$ cat src/design/assert_macros.svh
// Assertion macros shared by the method walker RTL.
// Every macro samples on the rising edge of clk and is disabled while rst_n is low.
`ifndef ASSERT_MACROS_SVH
`define ASSERT_MACROS_SVH

// The condition holds at every clock edge.
`define PBW_ASSERT(lbl, cond, msg) \
    lbl: assert property (@(posedge clk) disable iff (!rst_n) (cond)) else $error(msg);

// When ante holds, cons holds in the same cycle.
`define PBW_ASSERT_IMP(lbl, ante, cons, msg) \
    lbl: assert property (@(posedge clk) disable iff (!rst_n) (ante) |-> (cons)) else $error(msg);

// When ante holds, cons holds in the next cycle.
`define PBW_ASSERT_NXT(lbl, ante, cons, msg) \
    lbl: assert property (@(posedge clk) disable iff (!rst_n) (ante) |=> (cons)) else $error(msg);

`endif

$ cat src/design/pbw_pkg.sv
// Shared types and constants for the command buffer method walker.
// No dependencies; every design module but pbw_ram imports this package.
package pbw_pkg;

    localparam int MAX_WALK_DEF = 512;
    localparam int HIST_DEPTH   = 4096;
    localparam int HIST_AW      = $clog2(HIST_DEPTH);
    localparam int HIST_W       = 32;
    localparam int WORD_W       = 32;
    localparam int BLEN_W       = 17;
    localparam int CNT_W        = 13;
    localparam int MADDR_W      = 14;
    localparam int INIT_MIN_LEN = 8;

    localparam logic [2:0] OP_INC    = 3'd1;
    localparam logic [2:0] OP_NONINC = 3'd3;
    localparam logic [2:0] OP_IMM    = 3'd4;
    localparam logic [2:0] OP_ONEINC = 3'd5;

    localparam logic [MADDR_W-1:0] METHOD_LAUNCH_A = 14'h0318;
    localparam logic [MADDR_W-1:0] METHOD_LAUNCH_B = 14'h0320;
    localparam logic [MADDR_W-1:0] METHOD_LAUNCH_C = 14'h02b4;
    localparam logic [WORD_W-1:0]  INIT_BIND_WORD  = 32'h0000_c7c0;

    typedef enum logic [2:0] {
        KIND_HEADER  = 3'd0,
        KIND_DATA    = 3'd1,
        KIND_STOP    = 3'd2,
        KIND_IGNORED = 3'd3,
        KIND_HIST    = 3'd4
    } kind_t;

    typedef struct packed {
        kind_t              kind;
        logic [2:0]         opcode;
        logic [2:0]         subchannel;
        logic [MADDR_W-1:0] method_addr;
        logic [CNT_W-1:0]   count;
        logic               is_launch;
        logic               buffer_has_launch;
        logic               is_compute_init;
        logic               last_word;
    } walk_res_t;

    typedef struct packed {
        logic              busy;
        logic [HIST_W-1:0] value;
    } hist_stat_t;

endpackage

$ cat src/design/pbw_walker.sv
// Header decoder and walk state for the method walker.
// Depends on pbw_pkg. Produces one decoded result per accepted beat.
module pbw_walker
    import pbw_pkg::*;
#(
    parameter int MAX_WALK = MAX_WALK_DEF
) (
    input  logic              clk,
    input  logic              rst_n,
    input  logic              step,
    input  logic              mode,
    input  logic [WORD_W-1:0] word,
    input  logic              first,
    input  logic [BLEN_W-1:0] buffer_len,
    output walk_res_t         res,
    output logic              hist_inc
);

    localparam int WL_W  = $clog2(MAX_WALK + 1);
    localparam int SUM_W = ((WL_W > CNT_W) ? WL_W : CNT_W) + 2;
    localparam logic [BLEN_W-1:0] MAX_BLEN = BLEN_W'(MAX_WALK);

    logic [WL_W-1:0]  pos_reg, pos_next;
    logic [WL_W-1:0]  len_reg, len_next;
    logic [CNT_W-1:0] left_reg, left_next;
    logic             stopped_reg, stopped_next;
    logic             launch_reg, launch_next;
    logic             cand_reg, cand_next;
    logic             flag_reg, flag_next;

    logic [WL_W-1:0]  eff_pos;
    logic [CNT_W-1:0] eff_left;
    logic             eff_stopped;
    logic             eff_launch;
    logic             eff_cand;
    logic             eff_flag;
    logic             in_buf;
    logic             last;
    logic [2:0]       op;
    logic [CNT_W-1:0] cnt;
    logic [11:0]      midx;
    logic [MADDR_W-1:0] maddr;
    logic             nd_ok;
    logic [CNT_W-1:0] nd;
    logic [SUM_W-1:0] need;
    logic             lau;

    always_comb
    begin
        // A first beat restarts the walk before the word itself is examined.
        if (first)
        begin
            len_next = (buffer_len > MAX_BLEN) ? WL_W'(MAX_WALK) : WL_W'(buffer_len);
        end
        else
        begin
            len_next = len_reg;
        end
        eff_pos     = first ? '0 : pos_reg;
        eff_left    = first ? '0 : left_reg;
        eff_stopped = first ? (len_next == '0) : stopped_reg;
        eff_launch  = first ? 1'b0 : launch_reg;
        eff_cand    = first ? 1'b0 : cand_reg;
        eff_flag    = first ? 1'b0 : flag_reg;

        in_buf   = eff_pos < len_next;
        last     = in_buf && (eff_pos == (len_next - WL_W'(1)));
        pos_next = in_buf ? (eff_pos + WL_W'(1)) : eff_pos;

        op    = word[31:29];
        cnt   = word[28:16];
        midx  = word[11:0];
        maddr = {midx, 2'b00};

        // The compute-init test looks at raw words 0 and 1, even after a stop.
        cand_next = (in_buf && eff_pos == '0) ? (op == OP_INC && midx == '0) : eff_cand;
        flag_next = (in_buf && eff_pos == WL_W'(1))
                  ? (eff_cand && word == INIT_BIND_WORD && len_next > WL_W'(INIT_MIN_LEN))
                  : eff_flag;

        nd_ok = (op inside {OP_INC, OP_NONINC, OP_ONEINC}) || op == OP_IMM;
        nd    = (op == OP_IMM) ? '0 : cnt;
        need  = SUM_W'(eff_pos) + SUM_W'(1) + SUM_W'(nd);
        lau   = maddr == METHOD_LAUNCH_A || maddr == METHOD_LAUNCH_B
             || maddr == METHOD_LAUNCH_C;
    end

    always_comb
    begin
        res          = '0;
        res.kind     = KIND_IGNORED;
        hist_inc     = 1'b0;
        left_next    = eff_left;
        stopped_next = eff_stopped;
        launch_next  = eff_launch;

        if (eff_stopped || !in_buf)
        begin
            res.kind = KIND_IGNORED;
        end
        else if (eff_left != '0)
        begin
            res.kind  = KIND_DATA;
            left_next = eff_left - CNT_W'(1);
        end
        else
        begin
            res.opcode      = op;
            res.subchannel  = word[15:13];
            res.method_addr = maddr;
            res.count       = cnt;
            if (!nd_ok || need > SUM_W'(len_next))
            begin
                res.kind     = KIND_STOP;
                stopped_next = 1'b1;
            end
            else
            begin
                res.kind      = KIND_HEADER;
                res.is_launch = lau;
                hist_inc      = 1'b1;
                left_next     = nd;
                if (lau)
                begin
                    launch_next = 1'b1;
                end
            end
        end

        if (pos_next >= len_next && left_next == '0)
        begin
            stopped_next = 1'b1;
        end

        res.buffer_has_launch = launch_next;
        res.is_compute_init   = flag_next;
        res.last_word         = last;

        if (mode)
        begin
            res      = '0;
            res.kind = KIND_HIST;
            hist_inc = 1'b0;
        end
    end

    always_ff @(posedge clk or negedge rst_n)
    begin
        if (!rst_n)
        begin
            pos_reg     <= '0;
            len_reg     <= '0;
            left_reg    <= '0;
            stopped_reg <= 1'b1;
            launch_reg  <= 1'b0;
            cand_reg    <= 1'b0;
            flag_reg    <= 1'b0;
        end
        else if (step)
        begin
            pos_reg     <= pos_next;
            len_reg     <= len_next;
            left_reg    <= left_next;
            stopped_reg <= stopped_next;
            launch_reg  <= launch_next;
            cand_reg    <= cand_next;
            flag_reg    <= flag_next;
        end
    end

endmodule

$ cat config.mk
export PLATFORM = sky130hd
export DESIGN_NAME = pbw_walker
export DESIGN_NICKNAME = d
export VERILOG_FILES = /design/src/design/assert_macros.svh /design/src/design/pbw_pkg.sv /design/src/design/pbw_walker.sv
export SDC_FILE = /design/constraint.sdc
export NUM_CORES = 1
export LEC_CHECK = 0
export BUFFER_PORTS_ARGS = -buffer_cell sky130_fd_sc_hd__buf_2
export CAP_MARGIN = 20
export CORE_MARGIN = 2
export CORE_UTILIZATION = 40
export DETAILED_ROUTE_END_ITERATION = 7
export PLACE_DENSITY_LB_ADDON = 0.15
export SETUP_SLACK_MARGIN = 0.02
export SKIP_CTS_REPAIR_TIMING = 1
export SYNTH_ARGS = -nofsm -noshare
export SYNTH_HDL_FRONTEND = slang
export SYNTH_SLANG_ARGS = --single-unit
$ cat constraint.sdc
create_clock -name clk -period 5.45 [get_ports clk]
set_clock_uncertainty 0.1 [all_clocks]
set_input_delay 0.545 -clock clk [delete_from_list [all_inputs] [get_ports clk]]
set_output_delay 0.545 -clock clk [all_outputs]
set_load 0.005 [all_outputs]
==> out/metrics.yaml, run 1 <==
run_status:
  status: "finished clean"
route:
  drc: 0
  wl_per_cell_um: 18.0
  viasPerCell: 5.83
  top_layer_used: "met4"
  drtIter0Drc: 392
  wl_met2_um: 6850
  dr_wl_met3_um: 880
  wirelength_um: 14900
  via_count: 4822
  drtPass1Iterations: 5
  antenna_left: 0
  met1Wirelength_um: 6990
synthesis:
  syn_area_mm2: 0.00448
  synth_ff_type: "dfrtp_1"
  synthDistinctLibCells: 70
  netlist_instances: 581
  yosysSeqAreaShare_pct: 20.7
  syn_avg_cell_area_um2: 7.70
  ys.warnings.count: 0
  synth-seq-cells: 37
  ys_async_sr_fraction_pct: 100
  synth_edf_count: 0
critical_path:
  cp.arrival_ps: 4580
  cp.depth: 19
  critPathBufInv: 4
  r2r_end: "stopped_reg"
  critical_path.endpoint: "res[3]"
  crit_path_max_fanout: 12
  slowest_delay_ps: 410
  startpoint: "word[31]"
  slowest_stage: "or3b_4"
  critPathKind: "primary input to primary output"
  worst_path_dominant_cell_family: "compound AO/OA/AOI/OAI gates"
  worstPathCellList: "buf_2 > or3b_4 > buf_4 > nand2_1 > inv_1 > ha_1 > a21o_1 > a221o_1 > a21o_1 > a21oi_1 > xnor2_1 > ha_1 > nand4_1 > o31ai_2 > o311a_1 > o311a_1 > nand3_2 > nor4_1 > buf_2"
  cp.required_ps: 4810
  r2r-start: "pos_reg[0]"
  startpoint_type: "primary input"
  r2r_cells: 20
  end_kind: "primary output"
  r2r_setup_slack_ps: 710
cells_and_area:
  utilization_pct: 48.9
  layout_commonest_cell: "buf_2"
  final_nets: 786
  multi_input_area_mm2: 0.00334
  seqCellArea_um2: 927
  fill_cells: 1128
  final_area_mm2: 0.00533
  largest_reg_flops: 13
  area_growth_pct: 19.0
  final_cell_mix: "92 x buf_2, 68 x nor2_1, 45 x ha_1, 44 x a21oi_1, 39 x nand2_1"
  instances_no_fill: 827
  drive_above_1_share_pct: 23.0
  antenna_cells: 0
pwr:
  p_comb_share_pct: 52.9
  p_per_area_mw_per_mm2: 230
  irDropWorstVdd_mv: 0.199
  internal-power_mw: 0.686
  seqPwrFrac_pct: 30.9
  switching_share_pct: 44.1
  power.total_mw: 1.23
  p_leak_nw: 2.48
  p_clk_share_pct: 16.2
  p_sw_mw: 0.540
clock_tree:
  cts_root_buf: "clkbuf_8"
  cts.clk_slew.worst_paths_ps: 80
  cts_num_sinks: 37
  cts_tree: "done"
  htreeDepth: 2
  clk_latency_ps: 300
  numCtsBuffers: 5
  clock_path_buffers: 2
grt:
  grt_start_max_net_pins: 38
  grt-ovfl-total: 0
  antenna_found_initial: 0
  grt_usage_pct: 25.4
  grt_pass1_wl_um: 23800
  grt_pass1_vias: 4478
floorplanning:
  die-area_mm2: 0.0121
  io_pins: 95
  die_h_um: 110
  initial_core_util_pct: 41.1
  num_rows: 38
  die_w_um: 110
  coreArea_mm2: 0.0109
timing:
  worstMarginPinSlew_ps: 990
  finalHoldViolations: 0
  slew-limit-headroom_pct: 33.5
  setup_viol: 0
  fin_crit_sh_pct: 95.8
  rsz0062_at_grt: "false"
  min_period_ps: 5220
  fin_setup_tns_ps: 0
  slew_violations: 0
  fmax_mhz: 191
  setup_ws_ps: 226
  hold_ws_ps: 263
placed_design:
  dpl_cell_area_mm2: 0.00523
  hpwl_um: 12000
  gp_congestion: 0.993
  dp.cells: 819
  portBuffers: 92
  pre_cts_slack_ps: 91.3
run:
  cap_violations: 0
worst_hold_path:
  holdCritPathClass: "primary input to async pin"
per-layer routing:
metal  GRT usage [%]  up-vias
met3            2.49       18
li1                -     2338
met4            5.24        0
met2            40.4      180
met1            37.3     2286
met5               0        -
power by group through the flow:
stage / combinational [mW] / clock [mW] / sequential [mW]
global route: 0.717 / 0.218 / 0.387
CTS: 0.638 / 0.205 / 0.377
detailed placement: 0.634 / 0 / 0.383
floorplan: 0.456 / 0 / 0.360
finish: 0.649 / 0.199 / 0.379
global placement: 0.625 / 0 / 0.381
final cells by class:
cell class	instances	share of cell area (%)
Multi-Input combinational cell	495	62.7
Sequential cell	37	17.4
Timing Repair Buffer	127	13.6
Tap cell	140	3.29
Inverter	20	1.41
Clock buffer	5	1.29
Clock inverter	3	0.329
worst min path at each step:
stage               start         end  slack [ps]  cells past startpoint
2_1_floorplan       rst_n    cand_reg         150                      0
3_3_place_gp   pos_reg[0]  pos_reg[0]         360                      2
3_5_place_dp   pos_reg[0]  pos_reg[0]         370                      2
4_1_cts             rst_n  len_reg[5]         310                      1
5_1_grt             rst_n  len_reg[5]         340                      1
6_report            rst_n  len_reg[5]         260                      1
cells by family (layout without fill, tap and decap cells):
group / after synthesis / count (layout) / share of synthesized area (%)
buffers and inverters: 50 / 155 / 5.06
AND/OR/NAND/NOR: 247 / 247 / 28.7
multiplexers: 10 / 10 / 2.46
flip-flops: 37 / 37 / 20.7
adder cells (fa/ha/maj): 46 / 46 / 13.0
AO/OA/AOI/OAI: 157 / 157 / 23.5
XOR/XNOR: 33 / 33 / 6.46
other: 1 / 2 / 0.0838
Yosys cell counts, drive strengths merged (3+ instances only):
library cell	instances	share of area (%)
a211oi	7	1.3
a21o	7	1.2
a21oi	45	5.1
a22oi	7	1.2
a31oi	10	1.4
a32o	3	0.67
a32oi	3	0.59
and2	38	5.3
and3	8	1.1
buf	11	1.8
clkbuf	19	1.6
dfrtp	36	20
ha	45	13
inv	20	1.7
mux2	8	2.0
nand2	39	3.3
nand2b	4	0.56
nand3	11	1.3
nand4	13	1.8
nor2	68	5.7
nor2b	12	1.7
nor3	18	2.0
nor4	17	2.7
nor4b	3	0.59
o211ai	6	1.0
o21a	8	1.5
o21ai	32	3.6
o31ai	5	0.84
or2	3	0.42
or3	5	0.70
or4	3	0.59
xnor2	28	5.5
xor2	5	0.98
No activity file was read; power rests on OpenSTA's default activity.
==> run 2, diff against run 1 <==
--- a/config.mk
+++ b/config.mk
@@ -5,11 +5,13 @@
 export SDC_FILE = /design/constraint.sdc
 export NUM_CORES = 1
 export LEC_CHECK = 0
+export ABC_AREA = 1
 export BUFFER_PORTS_ARGS = -buffer_cell sky130_fd_sc_hd__buf_2
 export CAP_MARGIN = 20
 export CORE_MARGIN = 2
 export CORE_UTILIZATION = 40
 export DETAILED_ROUTE_END_ITERATION = 7
+export GPL_TIMING_DRIVEN = 0
 export PLACE_DENSITY_LB_ADDON = 0.15
 export SETUP_SLACK_MARGIN = 0.02
 export SKIP_CTS_REPAIR_TIMING = 1
==> run 2 against run 1 <==
Compared with the run above:
- total power is 19% higher
- first-iteration DRC count is 7.7% higher
- synthesized cell count is 39% higher
- setup slack better by 130 ps
- cell area is 9.1% higher
- non-clock buffer count is 5 lower
- via count is 14% higher
- largest power group unchanged
- highest routed layer unchanged
==> out/metrics.yaml, run 2 <==
placed_design:
  hpwl_um: 12500  # +4.6%
  pre_cts_slack_ps: -96.9  # -188 ps
  dpl_cell_area_mm2: 0.00556  # +6.4%
  gp_congestion: 0.917  # -7.7%
  portBuffers: 92  # unchanged
critical_path:
  end_kind: "primary output"
  cp.arrival_ps: 4450  # -130 ps
  startpoint_type: "primary input"
  crit_path_max_fanout: 10  # -2
  cp.required_ps: 4810  # about the same
  critPathKind: "primary input to primary output"
floorplanning:
  die_w_um: 115  # +4.6%
  die-area_mm2: 0.0132  # +9.5%
  initial_core_util_pct: 40.9  # -0.19 points
  die_h_um: 115  # +4.6%
  num_rows: 40  # +5.3%
  coreArea_mm2: 0.0120  # +10%
  io_pins: 95  # unchanged
synthesis:
  netlist_instances: 808  # +39%
  ys_async_sr_fraction_pct: 100  # unchanged
  synth_top_area_share_pct: 18.3  # -1.8 points
  synth_ff_type: "dfrtp_1"
  ys.warnings.count: 0  # unchanged
  synth_edf_count: 0  # unchanged
  synth.area.top_cells: "dfrtp_1 18%, nand2_1 16%, ha_1 11%"
  yosysMostFrequentCell: "nand2_1"
  yosysSeqAreaShare_pct: 18.9  # -1.9 points
  syn_avg_cell_area_um2: 6.08  # -21%
  syn_area_mm2: 0.00491  # +9.8%
  synth_common_cells: "203 x nand2_1, 107 x inv_1, 105 x nor2_1"
  synthDistinctLibCells: 46  # -34%
  synth_area_leader_cell: "dfrtp_1"
  synth-seq-cells: 37  # unchanged
route:
  drtPass1Iterations: 5  # unchanged
  drc: 0  # unchanged
  antenna_left: 0  # unchanged
  wirelength_um: 16000  # +7.2%
  drtIter0Drc: 422  # +7.7%
  viasPerCell: 5.20  # -11%
  wl_per_cell_um: 15.1  # -16%
  via_count: 5504  # +14%
clock_tree:
  clock_path_buffers: 2  # unchanged
  cts_num_sinks: 37  # unchanged
  cts.clk_slew.worst_paths_ps: 60  # -20 ps
  htreeDepth: 2  # unchanged
  clk_latency_ps: 290  # about the same
  cts_tree: "done"
  numCtsBuffers: 5  # unchanged
  cts_root_buf: "clkbuf_16"
pwr:
  power.total_mw: 1.46  # +19%
  p_per_area_mw_per_mm2: 252  # +9.4%
  p_clk_share_pct: 24.1  # +7.9 points
  irDropWorstVdd_mv: 0.141  # -29%
  p_leak_nw: 3.20  # +29%
  p_sw_mw: 0.638  # +18%
  internal-power_mw: 0.825  # +20%
  switching_share_pct: 43.6  # -0.44 points
  p_comb_share_pct: 50.7  # -2.2 points
  seqPwrFrac_pct: 25.2  # -5.7 points
timing:
  fmax_mhz: 196  # +2.5%
  setup_ws_ps: 354  # +128 ps
  rsz0062_at_grt: "true"
  setup_viol: 0  # unchanged
  slew_violations: 0  # unchanged
  finalHoldViolations: 0  # unchanged
  worstMarginPinSlew_ps: 871  # -120 ps
  fin_setup_tns_ps: 0  # unchanged
  min_period_ps: 5100  # -128 ps
  fin_crit_sh_pct: 93.5  # -2.3 points
  slew-limit-headroom_pct: 42.0  # +8.4 points
grt:
  grt-ovfl-total: 0  # unchanged
  grt_start_max_net_pins: 38  # unchanged
  antenna_found_initial: 0  # unchanged
  grt_usage_pct: 24.5  # -0.94 points
  grt_pass1_wl_um: 25600  # +7.6%
  grt_pass1_vias: 4983  # +11%
cells_and_area:
  final_cell_mix: "201 x nand2_1, 107 x inv_1, 99 x nor2_1, 98 x buf_2"
  drive_above_1_share_pct: 17.4  # -5.6 points
  utilization_pct: 48.4  # -0.56 points
  area_growth_pct: 18.2
  final_area_mm2: 0.00581  # +9.1%
  final_nets: 1011  # +29%
  layout_commonest_cell: "nand2_1"
  antenna_cells: 0  # unchanged
  largest_reg_flops: 13  # unchanged
run_status:
  status: "finished clean"
run:
  cap_violations: 0  # unchanged
worst_hold_path:
  holdCritPathClass: "primary input to async pin"
==> run 2: cell count changes in the layout (fill, tap and decap cells not counted), moves of 20 or more <==
cell,change
a21oi_1,-23
and2_1,-37
buf_4,-29
inv_1,+87
nand2_1,+162
nand3_1,+35
nor2_1,+31
nor3_1,+20
xnor2_1,-24
xor2_1,+28
==> run 2: cell families (layout without fill, tap and decap cells) <==
logic type	count (synthesis)	after routing	share of synthesized area, %
adder cells (fa/ha/maj)	46	46	11.9
flip-flops	37	37	18.9
XOR/XNOR	37	37	6.59
other	1	2	0.0763
AND/OR/NAND/NOR	445	445	39.3
AO/OA/AOI/OAI	100	100	11.7
buffers and inverters	142	245	11.6
==> run 2: final cells by class <==
cell class	instances	area, um2
buffer	27	145
clock buffer	7	143
clock inverter	1	30.0
fill	1332	6200
inverter	115	432
multi-input combinational	630	3470
sequential	37	927
tap	147	184
timing repair buffer	95	483
==> run 2: power by group through the flow <==
| stage | Combinational (mW) | Sequential [mW] | Clock [mW] |
|---|---|---|---|
| final | 0.741 | 0.369 | 0.353 |
| after global routing | 0.843 | 0.375 | 0.366 |
| after CTS | 0.730 | 0.368 | 0.354 |
| after detailed placement | 0.725 | 0.373 | 0 |
| after global placement | 0.725 | 0.372 | 0 |
| after floorplan | 0.538 | 0.361 | 0 |
==> run 2: worst max-delay path, stage by stage <==
cell      delay (ps)
buf_2            140
inv_2            160
clkbuf_4         280
nand2_1          160
inv_1            250
ha_1             330
nand4_1          110
nand3_1          150
a21oi_1          200
xnor2_1          100
ha_1             300
nand2_1           60
nor2_1           160
nand4_1          100
nand2_1          120
nand3_1          140
nor2_4           180
nand2_2          120
nor2_1           110
nand2_1           90
or3_1            330
a21oi_1          140
buf_2            140
==> run 2: layer usage <==
| metal | part of all wire (%) | vias to the layer above | track usage (%) |
|---|---|---|---|
| li1 | - | 2828 | - |
| met1 | 47 | 2483 | 35.9 |
| met2 | 45 | 177 | 38.6 |
| met3 | 5.8 | 16 | 2.64 |
| met4 | 1.3 | 0 | 5.86 |
| met5 | 0 | - | 0 |
==> run 2: path summary, 6_finish.rpt <==
kind / from / endpoint / slack, ps / depth (start not counted)
max: first / res[2] / 350 / 23
min: rst_n / pos_reg[0] / 260 / 1
max reg2reg: pos_reg[3] / stopped_reg / 1180 / 22
min reg2reg: len_reg[5] / len_reg[5] / 380 / 2
max in group asynchronous: rst_n / left_reg[4] / 4420 / 1
min in group clk: len_reg[5] / len_reg[5] / 380 / 2
==> run 2: per-stage QoR <==
stage | hold WS (ps) | instances
floorplan | 149 | 809
global placement | 367 | 1048
detailed placement | 373 | 1048
CTS | 308 | 1056
global route | 341 | 1059
finish | 265 | 1059
